### src/sv/radio_command_packet_filter_queue_unit_assert.svh
// Assertion macros for the radio command packet filter queue unit.
// Needs a clock named clock and a synchronous active-high reset named reset in scope.
`ifndef RADIO_COMMAND_PACKET_FILTER_QUEUE_UNIT_ASSERT_SVH
`define RADIO_COMMAND_PACKET_FILTER_QUEUE_UNIT_ASSERT_SVH

// The consequent must hold in the same cycle as the antecedent.
`define RCPFQ_ASSERT_NOW(label, ante, cons) \
   label: assert property (@(posedge clock) disable iff (reset) (ante) |-> (cons)) \
      else $error("rcpfq: same-cycle check failed");

// The consequent must hold in the cycle after the antecedent.
`define RCPFQ_ASSERT_NEXT(label, ante, cons) \
   label: assert property (@(posedge clock) disable iff (reset) (ante) |=> (cons)) \
      else $error("rcpfq: next-cycle check failed");

`endif

### src/sv/rcpfq_pkg.sv
// Package for the radio command packet filter queue unit.
// Holds status, kind and register codes, id constants, the queue entry type
// and the checksum function; it depends on nothing else.
`timescale 1ns / 1ps

package rcpfq_pkg;

   // Request kinds.
   localparam logic [1:0] KIND_RECEIVE = 2'd0;
   localparam logic [1:0] KIND_SEND    = 2'd1;
   localparam logic [1:0] KIND_POP     = 2'd2;
   localparam logic [1:0] KIND_CLEAR   = 2'd3;

   // Result status codes.
   localparam logic [2:0] STATUS_OK      = 3'd0;
   localparam logic [2:0] STATUS_INVALID = 3'd1;
   localparam logic [2:0] STATUS_FULL    = 3'd2;
   localparam logic [2:0] STATUS_EMPTY   = 3'd3;
   localparam logic [2:0] STATUS_REFUSED = 3'd4;

   // Configuration register indexes.
   localparam logic [2:0] CSR_IS_MASTER   = 3'd0;
   localparam logic [2:0] CSR_RADIO_READY = 3'd1;
   localparam logic [2:0] CSR_HEADER_CODE = 3'd2;
   localparam logic [2:0] CSR_PING_CODE   = 3'd3;
   localparam logic [2:0] CSR_PONG_CODE   = 3'd4;

   // Node ids.
   localparam logic [7:0] MASTER_ID = 8'd1;
   localparam logic [7:0] SLAVE_ID  = 8'd2;

   // Register reset values.
   localparam logic       IS_MASTER_RESET   = 1'b1;
   localparam logic       RADIO_READY_RESET = 1'b0;
   localparam logic [7:0] HEADER_CODE_RESET = 8'd165;
   localparam logic [7:0] PING_CODE_RESET   = 8'd1;
   localparam logic [7:0] PONG_CODE_RESET   = 8'd2;

   localparam int QUEUE_DEPTH_DEFAULT = 4;

   // One queued command.
   typedef struct packed {
      logic [7:0] snd;
      logic [7:0] tgt;
      logic [7:0] cmd;
      logic [7:0] val;
      logic [7:0] seq;
   } entry_type;

   function automatic logic [7:0] xsum7(input logic [7:0] a, input logic [7:0] b,
                                        input logic [7:0] c, input logic [7:0] d,
                                        input logic [7:0] e, input logic [7:0] f,
                                        input logic [7:0] g);
      return a ^ b ^ c ^ d ^ e ^ f ^ g;
   endfunction

endpackage

### src/sv/radio_command_packet_filter_queue_unit.sv
// Top level of the radio command packet filter queue unit.
// Depends on rcpfq_pkg and on the assertion macro header.
`timescale 1ns / 1ps
`include "radio_command_packet_filter_queue_unit_assert.svh"

// Usage:
// Each request on the req_ channel is a received packet, a send request, a pop or a
// queue clear, selected by req_kind. A request is taken at a rising edge where
// req_valid is high and req_stall is low. Every request yields exactly one result
// on the rsp_ channel, taken where rsp_valid is high and rsp_stall is low.
// The request is captured in an input register; when the output register can
// move, the filter, checksum and queue logic run and the result lands in the
// output register. One request per cycle is sustained while the receiver does not
// stall; the queue update runs between the input and output registers, with the
// queue head prefetched into a read register so that a pop never waits on the
// memory.
// When the receiver stalls, the output register holds its result and the input
// register can still take one more request; only when both are full does
// req_stall rise. Configuration writes through csr_ are taken at any edge but are
// meant to happen only while no request is in flight.
// Reset empties the queue, zeroes the send sequence and restores the register
// defaults (master role, link not ready, header 165, PING 1, PONG 2). The queue
// memory itself is not cleared; its entries are only read after being written.
module radio_command_packet_filter_queue_unit #(
   parameter int QUEUE_DEPTH = rcpfq_pkg::QUEUE_DEPTH_DEFAULT
) (
   input  logic       clock,
   input  logic       reset,
   // Configuration write port.
   input  logic       csr_we,
   input  logic [2:0] csr_index,
   input  logic [7:0] csr_data,
   // Request channel.
   input  logic       req_valid,
   output logic       req_stall,
   input  logic [1:0] req_kind,
   input  logic [7:0] req_hdr,
   input  logic [7:0] req_sender,
   input  logic [7:0] req_target,
   input  logic [7:0] req_command,
   input  logic [7:0] req_payload_value,
   input  logic [7:0] req_sequence_req,
   input  logic [7:0] req_spare,
   input  logic [7:0] req_check,
   // Result channel.
   output logic       rsp_valid,
   input  logic       rsp_stall,
   output logic [2:0] rsp_status,
   output logic [7:0] rsp_out_header,
   output logic [7:0] rsp_out_sender,
   output logic [7:0] rsp_out_target,
   output logic [7:0] rsp_out_cmd,
   output logic [7:0] rsp_out_value,
   output logic [7:0] rsp_out_seq,
   output logic [7:0] rsp_out_checksum,
   output logic [2:0] rsp_queue_count
);
   import rcpfq_pkg::*;

   localparam int SLOT_W = (QUEUE_DEPTH > 1) ? $clog2(QUEUE_DEPTH) : 1;
   localparam int CNT_W  = $clog2(QUEUE_DEPTH + 1);
   localparam logic [SLOT_W-1:0] LAST_SLOT = SLOT_W'(QUEUE_DEPTH - 1);
   localparam logic [CNT_W-1:0]  FULL_CNT  = CNT_W'(QUEUE_DEPTH);

   // Configuration registers.
   logic       is_master_ff;
   logic       radio_ready_ff;
   logic [7:0] header_code_ff;
   logic [7:0] ping_code_ff;
   logic [7:0] pong_code_ff;

   always_ff @(posedge clock) begin
      if (reset) begin
         is_master_ff   <= IS_MASTER_RESET;
         radio_ready_ff <= RADIO_READY_RESET;
         header_code_ff <= HEADER_CODE_RESET;
         ping_code_ff   <= PING_CODE_RESET;
         pong_code_ff   <= PONG_CODE_RESET;
      end else if (csr_we) begin
         unique case (csr_index)
            CSR_IS_MASTER:   is_master_ff   <= csr_data[0];
            CSR_RADIO_READY: radio_ready_ff <= csr_data[0];
            CSR_HEADER_CODE: header_code_ff <= csr_data;
            CSR_PING_CODE:   ping_code_ff   <= csr_data;
            CSR_PONG_CODE:   pong_code_ff   <= csr_data;
            default: ;
         endcase
      end
   end

   // Pipeline control. The output register moves whenever it is empty or taken;
   // the input register loads whenever it moves on or is empty.
   logic s1_valid_ff;
   logic rsp_valid_ff;
   logic advance;
   logic load_s1;
   logic fire;

   assign advance   = !rsp_valid_ff || !rsp_stall;
   assign load_s1   = advance || !s1_valid_ff;
   assign fire      = s1_valid_ff && advance;
   assign req_stall = !load_s1;

   always_ff @(posedge clock) begin
      if (reset) begin
         s1_valid_ff  <= 1'b0;
         rsp_valid_ff <= 1'b0;
      end else begin
         if (load_s1) begin
            s1_valid_ff <= req_valid;
         end
         if (advance) begin
            rsp_valid_ff <= s1_valid_ff;
         end
      end
   end

   // Input register.
   logic [1:0] kind_ff;
   logic [7:0] hdr_ff, snd_ff, tgt_ff, cmd_ff, val_ff, seq_ff, spr_ff, chk_ff;

   always_ff @(posedge clock) begin
      if (load_s1 && req_valid) begin
         kind_ff <= req_kind;
         hdr_ff  <= req_hdr;
         snd_ff  <= req_sender;
         tgt_ff  <= req_target;
         cmd_ff  <= req_command;
         val_ff  <= req_payload_value;
         seq_ff  <= req_sequence_req;
         spr_ff  <= req_spare;
         chk_ff  <= req_check;
      end
   end

   // Queue state.
   logic [SLOT_W-1:0] wr_slot_ff, wr_slot_in;
   logic [SLOT_W-1:0] rd_slot_ff, rd_slot_in;
   logic [CNT_W-1:0]  held_ff, held_in;
   logic [7:0]        send_seq_ff, send_seq_in;
   entry_type         queue_mem [0:QUEUE_DEPTH-1];
   entry_type         head_ff;
   entry_type         push_entry;
   logic              push;

   // Result next values.
   logic [2:0] status_in;
   logic [7:0] out_header_in, out_sender_in, out_target_in, out_cmd_in;
   logic [7:0] out_value_in, out_seq_in, out_checksum_in;
   logic [CNT_W+2:0] count_wide;

   logic [7:0] local_id, peer_id, want_cmd, allowed_cmd, rx_sum, tx_sum;
   logic       pkt_ok, send_ok;

   always_comb begin
      local_id    = is_master_ff ? MASTER_ID : SLAVE_ID;
      peer_id     = is_master_ff ? SLAVE_ID : MASTER_ID;
      want_cmd    = is_master_ff ? pong_code_ff : ping_code_ff;
      allowed_cmd = is_master_ff ? ping_code_ff : pong_code_ff;
      rx_sum      = xsum7(hdr_ff, snd_ff, tgt_ff, cmd_ff, val_ff, seq_ff, spr_ff);
      tx_sum      = xsum7(header_code_ff, local_id, peer_id, cmd_ff, val_ff,
                          send_seq_ff, 8'd0);
      pkt_ok = radio_ready_ff && (hdr_ff == header_code_ff) && (rx_sum == chk_ff) &&
               (snd_ff == peer_id) && (tgt_ff == local_id) &&
               (cmd_ff == want_cmd) && (val_ff != 8'd0);
      send_ok = radio_ready_ff && (val_ff != 8'd0) && (cmd_ff == allowed_cmd);

      push_entry = '{snd: snd_ff, tgt: tgt_ff, cmd: cmd_ff, val: val_ff, seq: seq_ff};
      push       = 1'b0;

      wr_slot_in  = wr_slot_ff;
      rd_slot_in  = rd_slot_ff;
      held_in     = held_ff;
      send_seq_in = send_seq_ff;

      status_in       = STATUS_OK;
      out_header_in   = 8'd0;
      out_sender_in   = 8'd0;
      out_target_in   = 8'd0;
      out_cmd_in      = 8'd0;
      out_value_in    = 8'd0;
      out_seq_in      = 8'd0;
      out_checksum_in = 8'd0;

      if (fire) begin
         unique case (kind_ff)
            KIND_RECEIVE: begin
               if (!pkt_ok) begin
                  status_in = STATUS_INVALID;
               end else if (held_ff == FULL_CNT) begin
                  status_in = STATUS_FULL;
               end else begin
                  push       = 1'b1;
                  wr_slot_in = (wr_slot_ff == LAST_SLOT) ? '0 : wr_slot_ff + 1'b1;
                  held_in    = held_ff + 1'b1;
               end
            end
            KIND_SEND: begin
               if (!send_ok) begin
                  status_in = STATUS_REFUSED;
               end else begin
                  send_seq_in     = send_seq_ff + 8'd1;
                  out_header_in   = header_code_ff;
                  out_sender_in   = local_id;
                  out_target_in   = peer_id;
                  out_cmd_in      = cmd_ff;
                  out_value_in    = val_ff;
                  out_seq_in      = send_seq_ff;
                  out_checksum_in = tx_sum;
               end
            end
            KIND_POP: begin
               if (held_ff == '0) begin
                  status_in = STATUS_EMPTY;
               end else begin
                  out_sender_in = head_ff.snd;
                  out_target_in = head_ff.tgt;
                  out_cmd_in    = head_ff.cmd;
                  out_value_in  = head_ff.val;
                  out_seq_in    = head_ff.seq;
                  rd_slot_in    = (rd_slot_ff == LAST_SLOT) ? '0 : rd_slot_ff + 1'b1;
                  held_in       = held_ff - 1'b1;
               end
            end
            KIND_CLEAR: begin
               wr_slot_in = '0;
               rd_slot_in = '0;
               held_in    = '0;
            end
            default: ;
         endcase
      end

      count_wide = {3'b000, held_in};
   end

   always_ff @(posedge clock) begin
      if (reset) begin
         wr_slot_ff  <= '0;
         rd_slot_ff  <= '0;
         held_ff     <= '0;
         send_seq_ff <= 8'd0;
      end else begin
         wr_slot_ff  <= wr_slot_in;
         rd_slot_ff  <= rd_slot_in;
         held_ff     <= held_in;
         send_seq_ff <= send_seq_in;
      end
   end

   // Queue memory with one write port and one registered read port. The read
   // register always holds the entry at the next head slot, taking the entry
   // being written when the head and the write slot meet.
   always_ff @(posedge clock) begin
      if (push) begin
         queue_mem[wr_slot_ff] <= push_entry;
      end
      if (push && (wr_slot_ff == rd_slot_in)) begin
         head_ff <= push_entry;
      end else begin
         head_ff <= queue_mem[rd_slot_in];
      end
   end

   // Output register.
   logic [2:0] rsp_status_ff, rsp_queue_count_ff;
   logic [7:0] rsp_out_header_ff, rsp_out_sender_ff, rsp_out_target_ff, rsp_out_cmd_ff;
   logic [7:0] rsp_out_value_ff, rsp_out_seq_ff, rsp_out_checksum_ff;

   always_ff @(posedge clock) begin
      if (fire) begin
         rsp_status_ff       <= status_in;
         rsp_out_header_ff   <= out_header_in;
         rsp_out_sender_ff   <= out_sender_in;
         rsp_out_target_ff   <= out_target_in;
         rsp_out_cmd_ff      <= out_cmd_in;
         rsp_out_value_ff    <= out_value_in;
         rsp_out_seq_ff      <= out_seq_in;
         rsp_out_checksum_ff <= out_checksum_in;
         rsp_queue_count_ff  <= count_wide[2:0];
      end
   end

   assign rsp_valid        = rsp_valid_ff;
   assign rsp_status       = rsp_status_ff;
   assign rsp_out_header   = rsp_out_header_ff;
   assign rsp_out_sender   = rsp_out_sender_ff;
   assign rsp_out_target   = rsp_out_target_ff;
   assign rsp_out_cmd      = rsp_out_cmd_ff;
   assign rsp_out_value    = rsp_out_value_ff;
   assign rsp_out_seq      = rsp_out_seq_ff;
   assign rsp_out_checksum = rsp_out_checksum_ff;
   assign rsp_queue_count  = rsp_queue_count_ff;

   // The held count never passes the queue depth.
   `RCPFQ_ASSERT_NOW(a_count_bound, 1'b1, held_ff <= FULL_CNT)
   // An empty or full queue has its read and write slots together.
   `RCPFQ_ASSERT_NOW(a_slots_meet, (held_ff == '0) || (held_ff == FULL_CNT),
                     wr_slot_ff == rd_slot_ff)
   // A clear leaves the queue empty with both slots at the start.
   `RCPFQ_ASSERT_NEXT(a_clear_empties, fire && (kind_ff == KIND_CLEAR),
                      (held_ff == '0) && (wr_slot_ff == '0) && (rd_slot_ff == '0))
   // Only a send request moves the send sequence.
   `RCPFQ_ASSERT_NEXT(a_seq_hold, !(fire && (kind_ff == KIND_SEND)),
                      send_seq_ff == $past(send_seq_ff))

endmodule

### config.mk
export PLATFORM = sky130hd
export DESIGN_NAME = radio_command_packet_filter_queue_unit
export DESIGN_NICKNAME = d
export VERILOG_FILES = /design/src/sv/rcpfq_pkg.sv /design/src/sv/radio_command_packet_filter_queue_unit.sv
export VERILOG_INCLUDE_DIRS = /design/src /design/src/sv
export SDC_FILE = /design/constraint.sdc
export NUM_CORES = 1
export LEC_CHECK = 0
export ABC_AREA = 1
export BUFFER_PORTS_ARGS = -buffer_cell sky130_fd_sc_hd__buf_2
export CORE_MARGIN = 8
export CORE_UTILIZATION = 51
export DETAILED_ROUTE_END_ITERATION = 8
export GPL_TIMING_DRIVEN = 0
export PLACE_DENSITY = 0.73
export SLEW_MARGIN = 25
export SYNTH_ARGS = -nofsm -noshare
export SYNTH_HDL_FRONTEND = slang
export SYNTH_SLANG_ARGS = --single-unit
### constraint.sdc
create_clock -name clock -period 4.6 [get_ports clock]
set_input_delay 0.23 -clock clock [delete_from_list [all_inputs] [get_ports clock]]
set_output_delay 0.23 -clock clock [all_outputs]
set_load 0.01 [all_outputs]
==> metrics.csv, run 1 <==
metric,value,unit
synth_top_cell_by_area,edfxtp_1,
leakagePower,7.28,nW
worst_slack,630,ps
synth_top_family_by_area,simple AND/OR/NAND/NOR gates,
fin_util,62.8,%
dpl-instance-area,16200,sq um
ys_ff_latch,333,
cts_setup_buffers,0,
syn-cell-area,14700,sq um
synthTopCellsByArea,"edfxtp_1, nand2_1, dfxtp_1",
cts_buffers,36,
crit_type,reg2reg,
yosysWarnings,0,
first_pass_iters,9,
gp_congestion,0.960,
worstPathArrival,4200,ps
required,4830,ps
p_total,0.00663,W
critPathCaptureType,flip-flop,
r2r_cells,14,
switching_share,23.8,%
ir_drop,318,uV
pre_cts_ws,689,ps
yosys.area.top_type_share,58.7,%
drive_gt1_share,13.5,%
yosys-mux-area-fraction,0,%
synth_commonest_cells,"nand2_1, edfxtp_1, nor2_1, inv_1, o21ai_0",
dp_hpwl,29.3,mm
grt_pass1_wl,62.8,mm
r2r_start,cmd_ff[6]$_DFFE_PP_,
clk_latency,520,ps
rsz0062_at_grt,false,
tightest_slew,760,ps
period_share,86.3,%
clock_power_share,39.7,%
core,28600,sq um
ctsHtreeMaxLevel,2,
hold_violations,0,
period_needed,3970,ps
ctsRootBufferMaster,clkbuf_16,
syn_nets,1566,
fin_nets,1829,
slew_headroom,49.4,%
diodes,0,
die_w,186,microns
clk_pin_slew,60,ps
p_int,0.00505,W
vias_per_cell,5.38,
ys_seq_area_share,64.8,%
grt_max_degree,45,
finalSetupViolations,0,
ys_types,41,
grt_pass1_vias,11199,
violations,DRC,
fin_area,18000,sq um
report.final.slew_viol_count,0,
skew,19.7,ps
synth_compound_area_share,8.32,%
worst-path-max-fanout,17,
multi_input_area,4460,sq um
syn2layout_area_growth,21.9,%
regArea,9550,sq um
pwr-share-comb,8.3,%
ys.flop_type,edfxtp_1,
grt_antenna_before_repair,0,
drc,3,
synth_fa_ha_area_share,1.10,%
netlist_instances,1471,
startpoint,cmd_ff[6]$_DFFE_PP_,
synth-async-reset-ratio,0,%
io_pins,146,
cts.sink_count,333,
groute.usage.overall,24.1,%
maxCapViolCount,0,
die_y,186,microns
drt-initial-drc-count,1101,
synthXorXnorAreaFrac,2.43,%
fmax,0.252,GHz
vias,11505,
die-area,34600,sq um
synth-simple-area-share,18.2,%
fillCellCount,2248,
p_sw,0.00158,W
clock_path_buffers,3,
power_density,369,nW/um^2
r2r_slack,630,ps
yosysMostFrequentCell,nand2_1,
holdWs,20.7,ps
wl,41.5,mm
cts_resized,0,
crit_path_end,queue_mem[1][34]$_DFFE_PP_,
timing.rr.end,queue_mem[1][34]$_DFFE_PP_,
grt-ovfl-total,0,
syn_area_per_cell,10.0,sq um
min_path_type,in2reg,
cts_tree,yes,
rows,62,
critPathLaunchType,flip-flop,
start_util,51.5,%
synth_edf_count,288,
portBuffers,144,
post_drt_wl_per_cell,19.4,microns
outcome,finished with violations,
pwr-share-seq,52.0,%
postRouteAntennaNets,0,
-- per-layer routing --
| metal | track usage (%) | part of all wire, % |
|---|---|---|
| met1 | 32.3 | 42 |
| met2 | 38.4 | 46 |
| met3 | 4.47 | 9.5 |
| met4 | 9.56 | 3.4 |
| met5 | 0 | 0 |
-- cell families (layout without fill, tap and decap cells) --
logic type	Yosys count	in the layout
DFF	333	333
and+or+nand+nor	659	659
adders and majority gates	13	13
buffers and inverters	198	482
xor gates and xnor gates	40	40
AOI/OAI and AO/OA	228	228
-- per-stage QoR --
stage | std cells | setup TNS, ps
after floorplan | 1471 | 0
after global placement | 1999 | -340670
after detailed placement | 2009 | 0
after CTS | 2139 | 0
after global routing | 2139 | 0
final | 2139 | 0
-- flip-flops by register name, indices dropped and copies added (netlist names), 8 cells and up, named ones only --
register / flops
rsp_out_sender: 8
snd_ff: 8
chk_ff: 8
rsp_out_header: 8
spr_ff: 8
ping_code_ff: 8
rsp_out_checksum: 8
queue_mem: 160
send_seq_ff: 8
rsp_out_seq: 8
rsp_out_cmd: 8
val_ff: 8
rsp_out_target: 8
pong_code_ff: 8
hdr_ff: 8
cmd_ff: 8
rsp_out_value: 8
seq_ff: 8
header_code_ff: 8
tgt_ff: 8
-- what timing repair did --
action | 4_1_cts | 5_1_grt
hold endpoints to repair | 74 | 0
endpoints found under the setup margin | 0 | 0
hold buffers | 71 | 0
-- worst min path at each step --
stage	to	slack, ps	startpoint	cells after the start
floorplan	chk_ff[0]$_DFFE_PP_	330	req_check[0]	0
global placement	spr_ff[7]$_DFFE_PP_	410	req_spare[7]	1
detailed placement	hdr_ff[1]$_DFFE_PP_	410	req_hdr[1]	1
CTS	pong_code_ff[6]$_SDFFE_PP0P_	2	csr_data[6]	3
global route	ping_code_ff[0]$_SDFFE_PP1P_	30	csr_data[0]	3
finish	radio_ready_ff$_SDFFE_PP0P_	20	csr_index[1]	3
-- layout by cell type, fill, tap and decap left out, types with 6 or more instances in the layout --
cell	n
nand3b_1	9
o21ai_1	24
nor2_1	200
inv_1	148
buf_2	148
dfxtp_1	45
o22ai_1	27
nand4_1	8
xnor2_1	17
o21ai_0	106
clkbuf_1	36
xor2_1	22
edfxtp_1	288
or2_2	6
ha_1	13
clkbuf_16	36
nand3_1	53
dlygate4sd3_1	71
clkinv_1	6
nand2_1	357
nor3_1	11
a21oi_1	56
buf_12	6
-- critical path: stages (launching register included) --
cell and delay, ps:
edfxtp_1 700, inv_1 350, nand2_1 180, nand2_1 60, nand2_1 50, nand2_1 90, nand2_1 80, nand2_1 50
nor2_1 340, nand3_1 120, nor2_1 280, nand4_1 420, nor2_4 500, buf_16 230, buf_16 180
-- cell type report --
type / count / area share (%)
clock inverters: 15 / 0.522
inverters: 153 / 3.22
plain buffers: 45 / 1.09
well taps: 384 / 2.67
repair buffers: 225 / 9.24
flip-flops and latches: 333 / 53.1
clock buffers: 44 / 5.35
multi-input cells: 940 / 24.8
-- power by group through the flow --
stage	Sequential, W	Clock [W]	Combinational (W)
after floorplan	0.00348	0	0.000305
after global placement	0.00351	0	0.000473
after detailed placement	0.00351	0	0.000491
after CTS	0.00345	0.00265	0.000541
after global routing	0.00345	0.00277	0.000611
final	0.00345	0.00264	0.000548
(Power assumes the default switching activity.)
==> inputs of run 2 (changes only) <==
--- a/config.mk
+++ b/config.mk
@@ -10,3 +10,2 @@
 export BUFFER_PORTS_ARGS = -buffer_cell sky130_fd_sc_hd__buf_2
-export CORE_MARGIN = 8
 export CORE_UTILIZATION = 51
==> constraint.sdc (replaced) <==
create_clock -name clock -period 4.6 [get_ports clock]
set_input_delay 0.69 -clock clock [delete_from_list [all_inputs] [get_ports clock]]
set_output_delay 0.69 -clock clock [all_outputs]
set_load 0.01 [all_outputs]
==> run 2 against run 1 <==
Net effect: the flow now finishes without violations; hold slack improved by 330 ps; clock power increased by 15%; critical path depth unchanged; global-route usage up 2.9 points; critical endpoint is now queue_mem[1][37]$_DFFE_PP_; maximum frequency fell by 1.3%; register-to-register slack got worse by 50 ps; core utilization decreased by 0.68 points.
==> metrics.csv, run 2 (synthesis gave the netlist of run 1 again) <==
metric,value,unit
power_density,400,nW/um^2
grt_max_degree,47,
gp_congestion,0.960,
required,4820,ps
final_cell_mix,"nand2_1, edfxtp_1, nor2_1, inv_1, buf_2",
clock_path_buffers,3,
clk_pin_slew,60,ps
cts_resized,0,
dp_hpwl,28.1,mm
cts_tree,yes,
regMostFlops,queue_mem,
diodes,0,
syn2layout_area_growth,18.3,%
critPathLaunchType,flip-flop,
worstPathArrival,4240,ps
cts_setup_buffers,0,
grt_antenna_before_repair,0,
first_pass_iters,5,
crit_type,reg2reg,
max_stage_delay,690,ps
holdWs,348,ps
grt-ovfl-total,0,
grt_pass1_vias,10510,
startpoint,cmd_ff[6]$_DFFE_PP_,
ir_drop,292,uV
rows,61,
vias,11261,
outcome,completed,
maxCapViolCount,0,
r2r_start,cmd_ff[6]$_DFFE_PP_,
grtUsageMet2,42.5,%
die-area,29600,sq um
cts.sink_count,333,
worst-path-max-fanout,18,
groute.usage.overall,27.0,%
die_w,172,microns
slowest_stage,edfxtp_1,
vias_per_cell,5.45,
cp_cell_sequence,inv_1 -> nand2_1 -> nand2_1 -> nand2_1 -> nand2_1 -> nand2_1 -> nand2_1 -> nor2_1 -> nand3_1 -> nor2_1 -> nand4_1 -> nor2_4 -> buf_16 -> buf_16,
min_path_type,in2reg,
grt_pass1_wl,58.7,mm
top_usage_layer,met2,
io_pins,146,
fmax,0.249,GHz
drc,0,
ctsRootBufferMaster,clkbuf_16,
slew_headroom,49.9,%
use_met1,38.1,%
r2r_cells,14,
die_y,172,microns
leakagePower,7.06,nW
dpl-instance-area,16200,sq um
crit_path_end,queue_mem[1][37]$_DFFE_PP_,
wl,39.2,mm
finalSetupViolations,0,
largest_reg_flops,160,
skew,17.0,ps
r2r_slack,580,ps
portBuffers,144,
core,28100,sq um
ctsHtreeMaxLevel,2,
rsz0062_at_grt,false,
clk_latency,520,ps
fin_area,17400,sq um
post_drt_wl_per_cell,19.0,microns
drive_gt1_share,14.4,%
postRouteAntennaNets,0,
start_util,52.5,%
tightest_slew,751,ps
period_share,87.4,%
period_needed,4020,ps
final_common_cell,nand2_1,
worst_path_most_repeated_cell,nand2_1,
fin_nets,1757,
critPathCaptureType,flip-flop,
timing.rr.end,queue_mem[1][37]$_DFFE_PP_,
hold_violations,0,
report.final.slew_viol_count,0,
cts_buffers,35,
postCtsHoldBufs,0,
use_met3,3.59,%
drt-initial-drc-count,1195,
==> run 2: cell count changes in the layout (fill, tap and decap cells not counted), sizes merged <==
cell,before,now
bufinv,0,8
clkbuf,77,76
clkinv,12,7
clkinvlp,1,4
dlygate4sd3,71,0
inv,155,153
==> run 2: report_power, final <==
group / switching [W] / leakage (nW) / internal, W
clock: 0.00116 / 0.589 / 0.00187
combinational: 0.000330 / 3.42 / 0.000170
sequential: 0.0000897 / 3.05 / 0.00336
==> run 2: worst min path at each step <==
| stage | startpoint | to | slack [ps] | cells after the start |
|---|---|---|---|---|
| after floorplan | ping_code_ff[4]$_SDFFE_PP0P_ | ping_code_ff[4]$_SDFFE_PP0P_ | 440 | 2 |
| after global placement | ping_code_ff[4]$_SDFFE_PP0P_ | ping_code_ff[4]$_SDFFE_PP0P_ | 450 | 2 |
| after detailed placement | ping_code_ff[1]$_SDFFE_PP0P_ | ping_code_ff[1]$_SDFFE_PP0P_ | 470 | 2 |
| after CTS | req_sender[6] | snd_ff[6]$_DFFE_PP_ | 330 | 1 |
| after global routing | req_target[3] | tgt_ff[3]$_DFFE_PP_ | 330 | 1 |
| final | req_sender[3] | snd_ff[3]$_DFFE_PP_ | 350 | 1 |
==> run 2: critical path: cells and delay by family (launching register included) <==
| family | cells | cell delay [ps] |
|---|---|---|
| and+or+nand+nor | 11 | 2200 |
| buffers and inverters | 3 | 780 |
| DFF | 1 | 690 |
==> run 2: layout make-up <==
| type | count | area [sq um] |
|---|---|---|
| flip-flops and latches | 333 | 9550 |
| repair buffers | 154 | 966 |
| clock buffers | 43 | 916 |
| fillers | 2252 | 10600 |
| well taps | 378 | 473 |
| multi-input cells | 940 | 4460 |
| clock inverters | 19 | 313 |
| inverters | 153 | 579 |
| plain buffers | 45 | 195 |
==> run 2: stage by stage <==
step	power [W]	setup WS, ps	cells	setup TNS (ps)	util, %
floorplan	0.00379	-194	1471	-31030	-
global placement	0.00398	-2660	1993	-412150	56.7
detailed placement	0.00400	662	2003	0	57.7
CTS	0.00699	660	2065	0	62.1
global route	0.00719	416	2065	0	62.1
finish	0.00699	578	2065	0	62.1
==> run 2: layer usage <==
| metal | routed length, microns | share of wire [%] |
|---|---|---|
| met5 | 0 | 0 |
| met3 | 3490 | 8.9 |
| met1 | 16600 | 42 |
| met2 | 17700 | 45 |
| met4 | 1420 | 3.6 |
